**src/rtl/ltr_pkg.sv**
```systemverilog
// shared types and constants of the latest result table
`timescale 1ns / 1ps
package ltr_pkg;

    // largest detection count a publish may carry
    localparam int unsigned MAX_DETECTIONS = 32;

    // request opcodes
    localparam logic [1:0] OPC_PUBLISH    = 2'd0;
    localparam logic [1:0] OPC_READ       = 2'd1;
    localparam logic [1:0] OPC_INVALIDATE = 2'd2;

    // result status codes
    localparam logic [1:0] STATUS_OK        = 2'd0;
    localparam logic [1:0] STATUS_STALE     = 2'd1;
    localparam logic [1:0] STATUS_NOT_VALID = 2'd2;
    localparam logic [1:0] STATUS_BAD       = 2'd3;

    // decoded request kind
    typedef enum logic [1:0] {
        KIND_PUBLISH,
        KIND_READ,
        KIND_INVALIDATE,
        KIND_NONE
    } kind_t;

    // classified request as it travels from front to back
    typedef struct packed {
        kind_t       kind;
        logic        bad;
        logic [4:0]  stream;
        logic [31:0] job;
        logic [31:0] frame;
        logic [63:0] stamp;
        logic [7:0]  worker;
        logic [15:0] revision;
        logic [7:0]  detections;
    } cmd_t;

endpackage

```
**src/rtl/ltr_req_if.sv**
```systemverilog
// request channel of the latest result table
`timescale 1ns / 1ps
interface ltr_req_if;
    logic        valid;
    logic        ready;
    logic [1:0]  opcode;
    logic [4:0]  stream;
    logic [31:0] job;
    logic [31:0] frame;
    logic [63:0] stamp;
    logic [7:0]  worker;
    logic [15:0] revision;
    logic [7:0]  detections;

    modport source (
        output valid, opcode, stream, job, frame, stamp, worker, revision, detections,
        input  ready
    );
    modport sink (
        input  valid, opcode, stream, job, frame, stamp, worker, revision, detections,
        output ready
    );
endinterface

```
**src/rtl/ltr_rsp_if.sv**
```systemverilog
// result channel of the latest result table
`timescale 1ns / 1ps
interface ltr_rsp_if;
    logic        valid;
    logic        ready;
    logic [1:0]  status;
    logic [31:0] out_job;
    logic [31:0] out_frame;
    logic [63:0] out_stamp;
    logic [7:0]  out_worker;
    logic [15:0] out_revision;
    logic [7:0]  out_detections;
    logic [31:0] publish_total;
    logic [31:0] stale_total;
    logic [31:0] error_total;

    modport source (
        output valid, status, out_job, out_frame, out_stamp, out_worker, out_revision,
               out_detections, publish_total, stale_total, error_total,
        input  ready
    );
    modport sink (
        input  valid, status, out_job, out_frame, out_stamp, out_worker, out_revision,
               out_detections, publish_total, stale_total, error_total,
        output ready
    );
endinterface

```
**src/rtl/latest_result_table.sv**
```systemverilog
// Latest result table: keeps the newest header record for each stream and three
// wrapping event counters (accepted publishes, stale publishes, bad publishes).
// Every request gives exactly one result. A request is taken in the cycle it is
// offered while the two-entry queue has room; its result passes through a queue
// slot and the result register. The back end retires one request per cycle, so
// with the result side always ready the block sustains one request per clock,
// a figure set by the single read-compare-write of the record table per cycle.
// No clearing pass is needed after reset: stream valid bits clear at once.
`timescale 1ns / 1ps
module latest_result_table #(
    parameter int unsigned STREAM_COUNT = 16
) (
    input  logic      clk,
    input  logic      rst_n,
    ltr_req_if.sink   req,
    ltr_rsp_if.source rsp
);

    localparam int unsigned QUEUE_DEPTH = 2;

    logic          push;
    logic          pop;
    logic          q_full;
    logic          q_empty;
    ltr_pkg::cmd_t push_cmd;
    ltr_pkg::cmd_t head_cmd;

    // request classification
    ltr_front #(
        .STREAM_COUNT (STREAM_COUNT)
    ) u_front (
        .req      (req),
        .q_full   (q_full),
        .push     (push),
        .push_cmd (push_cmd)
    );

    // decoupling queue
    ltr_queue #(
        .DEPTH (QUEUE_DEPTH)
    ) u_queue (
        .clk      (clk),
        .rst_n    (rst_n),
        .push     (push),
        .push_cmd (push_cmd),
        .pop      (pop),
        .head_cmd (head_cmd),
        .full     (q_full),
        .empty    (q_empty)
    );

    // table update and result
    ltr_back #(
        .STREAM_COUNT (STREAM_COUNT)
    ) u_back (
        .clk      (clk),
        .rst_n    (rst_n),
        .head_cmd (head_cmd),
        .empty    (q_empty),
        .pop      (pop),
        .rsp      (rsp)
    );

endmodule

```
**src/rtl/ltr_front.sv**
```systemverilog
// front end: accepts requests and classifies them
`timescale 1ns / 1ps
module ltr_front #(
    parameter int unsigned STREAM_COUNT = 16
) (
    ltr_req_if.sink        req,
    input  logic           q_full,
    output logic           push,
    output ltr_pkg::cmd_t  push_cmd
);

    logic in_range;
    logic det_over;

    // accept whenever the queue has room
    assign req.ready = !q_full;
    assign push      = req.valid && !q_full;

    // argument checks
    assign in_range = req.stream < 5'(STREAM_COUNT);
    assign det_over = req.detections > 8'(ltr_pkg::MAX_DETECTIONS);

    // decode and pack the request
    always_comb
    begin
        push_cmd.stream     = req.stream;
        push_cmd.job        = req.job;
        push_cmd.frame      = req.frame;
        push_cmd.stamp      = req.stamp;
        push_cmd.worker     = req.worker;
        push_cmd.revision   = req.revision;
        push_cmd.detections = req.detections;
        case (req.opcode)
            ltr_pkg::OPC_PUBLISH:
            begin
                push_cmd.kind = ltr_pkg::KIND_PUBLISH;
                push_cmd.bad  = !in_range || det_over;
            end
            ltr_pkg::OPC_READ:
            begin
                push_cmd.kind = ltr_pkg::KIND_READ;
                push_cmd.bad  = !in_range;
            end
            ltr_pkg::OPC_INVALIDATE:
            begin
                push_cmd.kind = ltr_pkg::KIND_INVALIDATE;
                push_cmd.bad  = !in_range;
            end
            default:
            begin
                push_cmd.kind = ltr_pkg::KIND_NONE;
                push_cmd.bad  = 1'b1;
            end
        endcase
    end

endmodule

```
**src/rtl/ltr_queue.sv**
```systemverilog
// short queue of classified requests between front and back
`timescale 1ns / 1ps
module ltr_queue #(
    parameter int unsigned DEPTH = 2
) (
    input  logic           clk,
    input  logic           rst_n,
    input  logic           push,
    input  ltr_pkg::cmd_t  push_cmd,
    input  logic           pop,
    output ltr_pkg::cmd_t  head_cmd,
    output logic           full,
    output logic           empty
);

    localparam int unsigned PTR_W = (DEPTH > 1) ? $clog2(DEPTH) : 1;
    localparam int unsigned CNT_W = $clog2(DEPTH + 1);

    ltr_pkg::cmd_t    slot_reg [DEPTH];
    logic [PTR_W-1:0] wr_ptr_reg, wr_ptr_next;
    logic [PTR_W-1:0] rd_ptr_reg, rd_ptr_next;
    logic [CNT_W-1:0] count_reg,  count_next;
    logic             do_push;
    logic             do_pop;

    assign full     = count_reg == CNT_W'(DEPTH);
    assign empty    = count_reg == '0;
    assign do_push  = push && !full;
    assign do_pop   = pop && !empty;
    assign head_cmd = slot_reg[rd_ptr_reg];

    // pointer and fill count update
    always_comb
    begin
        wr_ptr_next = wr_ptr_reg;
        rd_ptr_next = rd_ptr_reg;
        count_next  = count_reg;
        if (do_push)
        begin
            wr_ptr_next = (wr_ptr_reg == PTR_W'(DEPTH - 1)) ? '0 : wr_ptr_reg + 1'b1;
        end
        if (do_pop)
        begin
            rd_ptr_next = (rd_ptr_reg == PTR_W'(DEPTH - 1)) ? '0 : rd_ptr_reg + 1'b1;
        end
        if (do_push && !do_pop)
        begin
            count_next = count_reg + 1'b1;
        end
        else if (do_pop && !do_push)
        begin
            count_next = count_reg - 1'b1;
        end
    end

    always_ff @(posedge clk or negedge rst_n)
    begin
        if (!rst_n)
        begin
            wr_ptr_reg <= '0;
            rd_ptr_reg <= '0;
            count_reg  <= '0;
        end
        else
        begin
            wr_ptr_reg <= wr_ptr_next;
            rd_ptr_reg <= rd_ptr_next;
            count_reg  <= count_next;
        end
    end

    // slot storage
    always_ff @(posedge clk)
    begin
        if (do_push)
        begin
            slot_reg[wr_ptr_reg] <= push_cmd;
        end
    end

endmodule

```
**src/rtl/ltr_back.sv**
```systemverilog
// back end: record table, event counters and result register
`timescale 1ns / 1ps
module ltr_back #(
    parameter int unsigned STREAM_COUNT = 16
) (
    input  logic           clk,
    input  logic           rst_n,
    input  ltr_pkg::cmd_t  head_cmd,
    input  logic           empty,
    output logic           pop,
    ltr_rsp_if.source      rsp
);

    localparam int unsigned IDX_W = (STREAM_COUNT > 1) ? $clog2(STREAM_COUNT) : 1;

    // record table, one entry per stream
    logic [31:0] job_mem      [STREAM_COUNT];
    logic [31:0] frame_mem    [STREAM_COUNT];
    logic [63:0] stamp_mem    [STREAM_COUNT];
    logic [7:0]  worker_mem   [STREAM_COUNT];
    logic [15:0] revision_mem [STREAM_COUNT];
    logic [7:0]  det_mem      [STREAM_COUNT];

    logic [STREAM_COUNT-1:0] valid_reg, valid_next;
    logic [31:0] pub_cnt_reg,   pub_cnt_next;
    logic [31:0] stale_cnt_reg, stale_cnt_next;
    logic [31:0] err_cnt_reg,   err_cnt_next;

    // result register
    logic        out_valid_reg, out_valid_next;
    logic [1:0]  status_reg,    status_next;
    logic        read_hit_reg,  read_hit_next;
    logic [31:0] job_reg;
    logic [31:0] frame_reg;
    logic [63:0] stamp_reg;
    logic [7:0]  worker_reg;
    logic [15:0] revision_reg;
    logic [7:0]  det_reg;

    logic [IDX_W-1:0] idx;
    logic             hit;
    logic             newer;
    logic             wr_en;
    logic             inv_en;

    // take the next request once the result register is free or being drained
    assign pop = !empty && (!out_valid_reg || rsp.ready);
    assign idx = head_cmd.stream[IDX_W-1:0];
    assign hit = valid_reg[idx];

    // ordering against the stored record: later frame, or same frame and later revision
    assign newer = (head_cmd.frame > frame_mem[idx]) ||
                   ((head_cmd.frame == frame_mem[idx]) &&
                    (head_cmd.revision > revision_mem[idx]));

    // carry out the request at the head of the queue
    always_comb
    begin
        valid_next     = valid_reg;
        pub_cnt_next   = pub_cnt_reg;
        stale_cnt_next = stale_cnt_reg;
        err_cnt_next   = err_cnt_reg;
        status_next    = ltr_pkg::STATUS_BAD;
        read_hit_next  = 1'b0;
        wr_en          = 1'b0;
        inv_en         = 1'b0;
        case (head_cmd.kind)
            ltr_pkg::KIND_PUBLISH:
            begin
                if (head_cmd.bad)
                begin
                    err_cnt_next = err_cnt_reg + 1'b1;
                    status_next  = ltr_pkg::STATUS_BAD;
                end
                else if (hit && !newer)
                begin
                    stale_cnt_next = stale_cnt_reg + 1'b1;
                    status_next    = ltr_pkg::STATUS_STALE;
                end
                else
                begin
                    wr_en           = 1'b1;
                    valid_next[idx] = 1'b1;
                    pub_cnt_next    = pub_cnt_reg + 1'b1;
                    status_next     = ltr_pkg::STATUS_OK;
                end
            end
            ltr_pkg::KIND_READ:
            begin
                if (head_cmd.bad)
                begin
                    status_next = ltr_pkg::STATUS_BAD;
                end
                else if (!hit)
                begin
                    status_next = ltr_pkg::STATUS_NOT_VALID;
                end
                else
                begin
                    read_hit_next = 1'b1;
                    status_next   = ltr_pkg::STATUS_OK;
                end
            end
            ltr_pkg::KIND_INVALIDATE:
            begin
                if (head_cmd.bad)
                begin
                    status_next = ltr_pkg::STATUS_BAD;
                end
                else if (!hit)
                begin
                    status_next = ltr_pkg::STATUS_NOT_VALID;
                end
                else
                begin
                    inv_en          = 1'b1;
                    valid_next[idx] = 1'b0;
                    status_next     = ltr_pkg::STATUS_OK;
                end
            end
            default:
            begin
                status_next = ltr_pkg::STATUS_BAD;
            end
        endcase
        if (!pop)
        begin
            valid_next     = valid_reg;
            pub_cnt_next   = pub_cnt_reg;
            stale_cnt_next = stale_cnt_reg;
            err_cnt_next   = err_cnt_reg;
            wr_en          = 1'b0;
            inv_en         = 1'b0;
        end
    end

    // result valid flag
    always_comb
    begin
        out_valid_next = out_valid_reg;
        if (pop)
        begin
            out_valid_next = 1'b1;
        end
        else if (rsp.ready)
        begin
            out_valid_next = 1'b0;
        end
    end

    // control state
    always_ff @(posedge clk or negedge rst_n)
    begin
        if (!rst_n)
        begin
            valid_reg     <= '0;
            pub_cnt_reg   <= '0;
            stale_cnt_reg <= '0;
            err_cnt_reg   <= '0;
            out_valid_reg <= 1'b0;
            status_reg    <= ltr_pkg::STATUS_OK;
            read_hit_reg  <= 1'b0;
        end
        else
        begin
            valid_reg     <= valid_next;
            pub_cnt_reg   <= pub_cnt_next;
            stale_cnt_reg <= stale_cnt_next;
            err_cnt_reg   <= err_cnt_next;
            out_valid_reg <= out_valid_next;
            if (pop)
            begin
                status_reg   <= status_next;
                read_hit_reg <= read_hit_next;
            end
        end
    end

    // record payload captured for a read
    always_ff @(posedge clk)
    begin
        if (pop)
        begin
            job_reg      <= job_mem[idx];
            frame_reg    <= frame_mem[idx];
            stamp_reg    <= stamp_mem[idx];
            worker_reg   <= worker_mem[idx];
            revision_reg <= revision_mem[idx];
            det_reg      <= det_mem[idx];
        end
    end

    // table writes
    always_ff @(posedge clk)
    begin
        if (wr_en)
        begin
            job_mem[idx]      <= head_cmd.job;
            frame_mem[idx]    <= head_cmd.frame;
            stamp_mem[idx]    <= head_cmd.stamp;
            worker_mem[idx]   <= head_cmd.worker;
            revision_mem[idx] <= head_cmd.revision;
            det_mem[idx]      <= head_cmd.detections;
        end
        else if (inv_en)
        begin
            det_mem[idx] <= '0;
        end
    end

    // result channel, record fields zero except on a successful read
    assign rsp.valid          = out_valid_reg;
    assign rsp.status         = status_reg;
    assign rsp.out_job        = read_hit_reg ? job_reg      : '0;
    assign rsp.out_frame      = read_hit_reg ? frame_reg    : '0;
    assign rsp.out_stamp      = read_hit_reg ? stamp_reg    : '0;
    assign rsp.out_worker     = read_hit_reg ? worker_reg   : '0;
    assign rsp.out_revision   = read_hit_reg ? revision_reg : '0;
    assign rsp.out_detections = read_hit_reg ? det_reg      : '0;
    assign rsp.publish_total  = pub_cnt_reg;
    assign rsp.stale_total    = stale_cnt_reg;
    assign rsp.error_total    = err_cnt_reg;

endmodule
```
**src/flat_wrapper.sv**
```systemverilog
// flat-port wrapper written by rule: the top's interface ports become plain ports
module latest_result_table_flat 
#(
    parameter int unsigned STREAM_COUNT = 16
)
  (clk, rst_n, req_valid, req_opcode, req_stream, req_job, req_frame, req_stamp, req_worker, req_revision, req_detections, req_ready, rsp_valid, rsp_status, rsp_out_job, rsp_out_frame, rsp_out_stamp, rsp_out_worker, rsp_out_revision, rsp_out_detections, rsp_publish_total, rsp_stale_total, rsp_error_total, rsp_ready);
  ltr_req_if req_i ();
  ltr_rsp_if rsp_i ();
  input  logic clk;
  input  logic rst_n;
  input wire logic [$bits(req_i.valid)-1:0] req_valid;
  input wire logic [$bits(req_i.opcode)-1:0] req_opcode;
  input wire logic [$bits(req_i.stream)-1:0] req_stream;
  input wire logic [$bits(req_i.job)-1:0] req_job;
  input wire logic [$bits(req_i.frame)-1:0] req_frame;
  input wire logic [$bits(req_i.stamp)-1:0] req_stamp;
  input wire logic [$bits(req_i.worker)-1:0] req_worker;
  input wire logic [$bits(req_i.revision)-1:0] req_revision;
  input wire logic [$bits(req_i.detections)-1:0] req_detections;
  output wire logic [$bits(req_i.ready)-1:0] req_ready;
  output wire logic [$bits(rsp_i.valid)-1:0] rsp_valid;
  output wire logic [$bits(rsp_i.status)-1:0] rsp_status;
  output wire logic [$bits(rsp_i.out_job)-1:0] rsp_out_job;
  output wire logic [$bits(rsp_i.out_frame)-1:0] rsp_out_frame;
  output wire logic [$bits(rsp_i.out_stamp)-1:0] rsp_out_stamp;
  output wire logic [$bits(rsp_i.out_worker)-1:0] rsp_out_worker;
  output wire logic [$bits(rsp_i.out_revision)-1:0] rsp_out_revision;
  output wire logic [$bits(rsp_i.out_detections)-1:0] rsp_out_detections;
  output wire logic [$bits(rsp_i.publish_total)-1:0] rsp_publish_total;
  output wire logic [$bits(rsp_i.stale_total)-1:0] rsp_stale_total;
  output wire logic [$bits(rsp_i.error_total)-1:0] rsp_error_total;
  input wire logic [$bits(rsp_i.ready)-1:0] rsp_ready;
  assign req_i.valid = req_valid;
  assign req_i.opcode = req_opcode;
  assign req_i.stream = req_stream;
  assign req_i.job = req_job;
  assign req_i.frame = req_frame;
  assign req_i.stamp = req_stamp;
  assign req_i.worker = req_worker;
  assign req_i.revision = req_revision;
  assign req_i.detections = req_detections;
  assign req_ready = req_i.ready;
  assign rsp_valid = rsp_i.valid;
  assign rsp_status = rsp_i.status;
  assign rsp_out_job = rsp_i.out_job;
  assign rsp_out_frame = rsp_i.out_frame;
  assign rsp_out_stamp = rsp_i.out_stamp;
  assign rsp_out_worker = rsp_i.out_worker;
  assign rsp_out_revision = rsp_i.out_revision;
  assign rsp_out_detections = rsp_i.out_detections;
  assign rsp_publish_total = rsp_i.publish_total;
  assign rsp_stale_total = rsp_i.stale_total;
  assign rsp_error_total = rsp_i.error_total;
  assign rsp_i.ready = rsp_ready;
  latest_result_table #(.STREAM_COUNT(STREAM_COUNT)) u_core (.clk(clk), .rst_n(rst_n), .req(req_i), .rsp(rsp_i));
endmodule
```
**config.mk**
```make
export PLATFORM = sky130hd
export DESIGN_NAME = latest_result_table_flat
export DESIGN_NICKNAME = d
export VERILOG_FILES = /design/src/rtl/ltr_pkg.sv /design/src/rtl/ltr_req_if.sv /design/src/rtl/ltr_rsp_if.sv /design/src/rtl/latest_result_table.sv /design/src/rtl/ltr_front.sv /design/src/rtl/ltr_queue.sv /design/src/rtl/ltr_back.sv /design/src/flat_wrapper.sv
export SDC_FILE = /design/constraint.sdc
export NUM_CORES = 2
export LEC_CHECK = 0
export BUFFER_PORTS_ARGS = -buffer_cell sky130_fd_sc_hd__buf_2
export CAP_MARGIN = 10
export CORE_UTILIZATION = 60
export CTS_CLUSTER_SIZE = 25
export DETAILED_ROUTE_END_ITERATION = 10
export PLACE_DENSITY_LB_ADDON = 0.25
export SYNTH_ARGS = -nofsm -noshare
export SYNTH_HDL_FRONTEND = slang
export SYNTH_SLANG_ARGS = --single-unit
```
**constraint.sdc**
```tcl
create_clock -name clk -period 14.4 [get_ports clk]
set_input_delay 1.44 -clock clk [delete_from_list [all_inputs] [get_ports clk]]
set_output_delay 1.44 -clock clk [all_outputs]
set_load 0.05 [all_outputs]
```
==> results.txt <==
Max Cap Viol -> 0
Net Count, Synth -> 5834
Die width -> 450 µm
DIE AREA -> 202000 µm²
DP HPWL -> 143 mm
Tcrit/Tclk final -> 62.1%
Max FFs per register -> 1024
Reg-to-reg endpoint -> u_core.u_back.revision_mem[11][0]
F_max -> 112 MHz
Tmin final -> 8950 ps
Final ANT Viol Nets -> 0
H-tree Lvls -> 5
Yosys warns -> 0
Post-route clock skew -> 61.9 ps
Register area share after synthesis -> 78.7%
Regs by FF count -> u_core.u_back.stamp_mem: 1024 flops, u_core.u_back.frame_mem: 512 flops, u_core.u_back.job_mem: 512 flops
Most frequent cells in the layout -> 3054 x edfxtp_1, 642 x mux4_2, 429 x buf_2
Top cell by count, worst path -> buf_4
Combinational power share -> 24.6%
Crit. End Element -> flip-flop
Fin nets -> 6400
Worst R2R Start -> u_core.u_queue.rd_ptr_reg
Worst Path Arrival -> 9510 ps
Worst-margin pin slew -> 1280 ps
Pin count of the biggest net entering global routing -> 137
Hold WS -> 461 ps
Switch Pwr -> 0.00782 W
Hold crit path type -> flip-flop to flip-flop
Switching Fraction -> 29.5%
Unrepaired setup endpoints after global routing -> false
IO Pins -> 431
Core area -> 199000 µm²
GPL Wtd Cong -> 0.819
Data required, critical path -> 14960 ps
Tot GR Track Use -> 26.9%
CTS resizes -> 0
Initial antenna violation count -> 4
Static Leak -> 45.2 nW
Share of layout cells above drive strength 1 -> 27.7%
Area Overhead vs Synth -> 12.8%
Power Internal -> 0.0187 W
R2R Setup Slk -> 5450 ps
Die Span Y -> 450 µm
Worst-Skew Late Latency -> 970 ps
Routed WL per cell -> 29.9 µm
CP Launch Point -> u_core.u_queue.rd_ptr_reg
Netlist cell types -> 56
Worst setup SP type -> flip-flop
Outcome -> complete, no violations
Number of global-route vias before repair -> 60000
Avg Cell Area, Syn -> 21.5 µm²
Clk pwr share -> 29.8%
CTS Buf Count -> 324
Initial Util -> 60.4%
IO Port Bufs -> 430
Setup TNS -> 0 ps
WS Path Type -> flip-flop to flip-flop
Area fraction of the dominant cell type after synthesis -> 76.2%
Layout filler cell count -> 12200
Pwr/cell area -> 196 nW/µm²
Clk pin slew, worst setup/hold paths -> 60 ps
Synthesized area -> 120000 µm²
Crit-path max cell delay -> 880 ps
CTS Sinks -> 3174
Cell count of the worst reg-to-reg path -> 17
Flop pwr share -> 45.6%
Max clock buf depth -> 4
Crit Path Max Fanout -> 106
Post-synth EDFFs -> 3054
CP endpoint -> u_core.u_back.revision_mem[11][0]
Fin. Hold Viols -> 0
Vias per cell -> 6.44
Final WL -> 271 mm
Grt ovf -> 0
Synth Register Bits -> 3174
Hold Path Origin -> u_core.u_back.rsp.stale_total[31]
FP Rows -> 164
Postcts setup bufs -> 0
Biggest register -> u_core.u_back.stamp_mem
Worst path cell trace -> mux2_8 -> buf_4 -> buf_4 -> mux4_2 -> a22oi_1 -> and3_1 -> ha_1 -> nand4_1 -> nor4_1 -> nand2_1 -> a222oi_1 -> buf_4 -> a21o_2 -> buf_4 -> nor2_4 -> buf_12 -> buf_4
Cells after synthesis -> 5607
Drc violations -> 0
Slew margin rel. -> 14.4%
Count of pins over their slew limit -> 0
Post-synth top area cell -> edfxtp_1
Synth async-reset ratio -> 3.78%
Hold Buf Count CTS -> 0
Predominant post-synthesis flop cell -> edfxtp_1
Drt first pass iters -> 6
Vias -> 58400
Setup Viol. Count Final -> 0
CTS tree -> yes
Initial drt markers -> 6639
Synth area leaders -> edfxtp_1 76%, mux4_2 12%, dfrtp_1 2.5%
Most common cell after layout, fill and taps aside -> edfxtp_1
CTS Root Cell -> clkbuf_16
Maximum vdd ir drop -> 0.190 mV
Crit-path slowest cell -> a222oi_1
Global-route wire length before repair -> 397 mm
==> cell families (layout without fill, tap and decap cells) <==
| logic type | Yosys count | in the layout | share of synthesized area (%) |
|---|---|---|---|
| xor+xnor | 98 | 98 | 0.713 |
| flops | 3174 | 3174 | 78.7 |
| buf+inv | 365 | 1166 | 1.17 |
| simple gates | 727 | 727 | 3.01 |
| compound gates | 375 | 375 | 2.29 |
| fa+ha+maj | 56 | 56 | 0.582 |
| other cells | 0 | 5 | 0 |
| mux | 812 | 812 | 13.6 |
==> per-stage QoR <==
stage / utilization, % / instances / setup slack, ps / total power (W) / area, µm²
after floorplan: - / 5607 / 2420 / 0.0166 / 120000
after global placement: 63.1 / 8503 / 5430 / 0.0187 / 126000
after detailed placement: 63.1 / 8503 / 5380 / 0.0188 / 126000
after CTS: 68.1 / 9064 / 5320 / 0.0267 / 136000
after global routing: 68.1 / 9064 / 4940 / 0.0275 / 136000
final: 68.1 / 9069 / 5450 / 0.0265 / 136000
==> layer usage <==
layer  part of all wire, %  global-route usage (%)
met5                     0                       0
met3                   8.1                    4.77
met1                    39                    37.4
met4                   2.6                    7.94
met2                    50                    44.2
==> Yosys cell counts, types with 6 or more instances <==
cell type,instances
edfxtp_1,3054
mux4_2,642
nand2_1,273
a22oi_1,272
clkbuf_1,179
and2_1,170
mux2_2,153
dfrtp_1,120
inv_1,80
nor2_1,80
buf_1,78
and3_1,57
ha_1,56
xor2_1,52
xnor2_1,46
nand3_1,31
nand4_1,30
buf_2,27
nor3_1,27
a21oi_1,25
nor4_1,22
mux2i_1,17
a31oi_1,15
nand2b_1,11
o22ai_1,11
a41oi_1,10
a21o_1,6
nor2b_1,6
==> worst max-delay path, delay by kind of cell (launching register included) <==
kind | cells | cell delay [ps]
muxes | 2 | 1350
AOI/OAI and AO/OA | 3 | 1230
DFF | 1 | 670
buffers and inverters | 6 | 3220
and+or+nand+nor | 5 | 1360
adders and majority gates | 1 | 180
==> how the worst min path moves through the flow <==
stage	slack, ps	cells past startpoint	endpoint
global placement	450	1	u_core.u_back.rsp.error_total[31]
CTS	470	1	u_core.u_back.rsp.stale_total[31]
detailed placement	450	1	u_core.u_back.rsp.stale_total[31]
finish	460	1	u_core.u_back.rsp.stale_total[31]
global route	500	1	u_core.u_back.rsp.publish_total[31]
floorplan	460	1	u_core.u_queue.wr_ptr_reg
==> power groups by stage <==
stage,Combinational (W),Sequential (W),Clock (W)
detailed placement,0.00654,0.0123,0
CTS,0.00660,0.0121,0.00802
global route,0.00697,0.0121,0.00835
floorplan,0.00433,0.0123,0
global placement,0.00641,0.0123,0
finish,0.00653,0.0121,0.00791
==> final cells by class <==
| type | count | area, µm² | area share, % |
|---|---|---|---|
| antenna | 5 | 12.5 | 0.00922 |
| clock buffer | 399 | 8600 | 6.33 |
| clock inverter | 162 | 1270 | 0.936 |
| inverter | 81 | 312 | 0.229 |
| multi-input combinational | 2068 | 24500 | 18.1 |
| sequential | 3174 | 94700 | 69.8 |
| tap | 2656 | 3320 | 2.45 |
| timing repair buffer | 524 | 3020 | 2.23 |
Power figures use the tool's default switching activity.
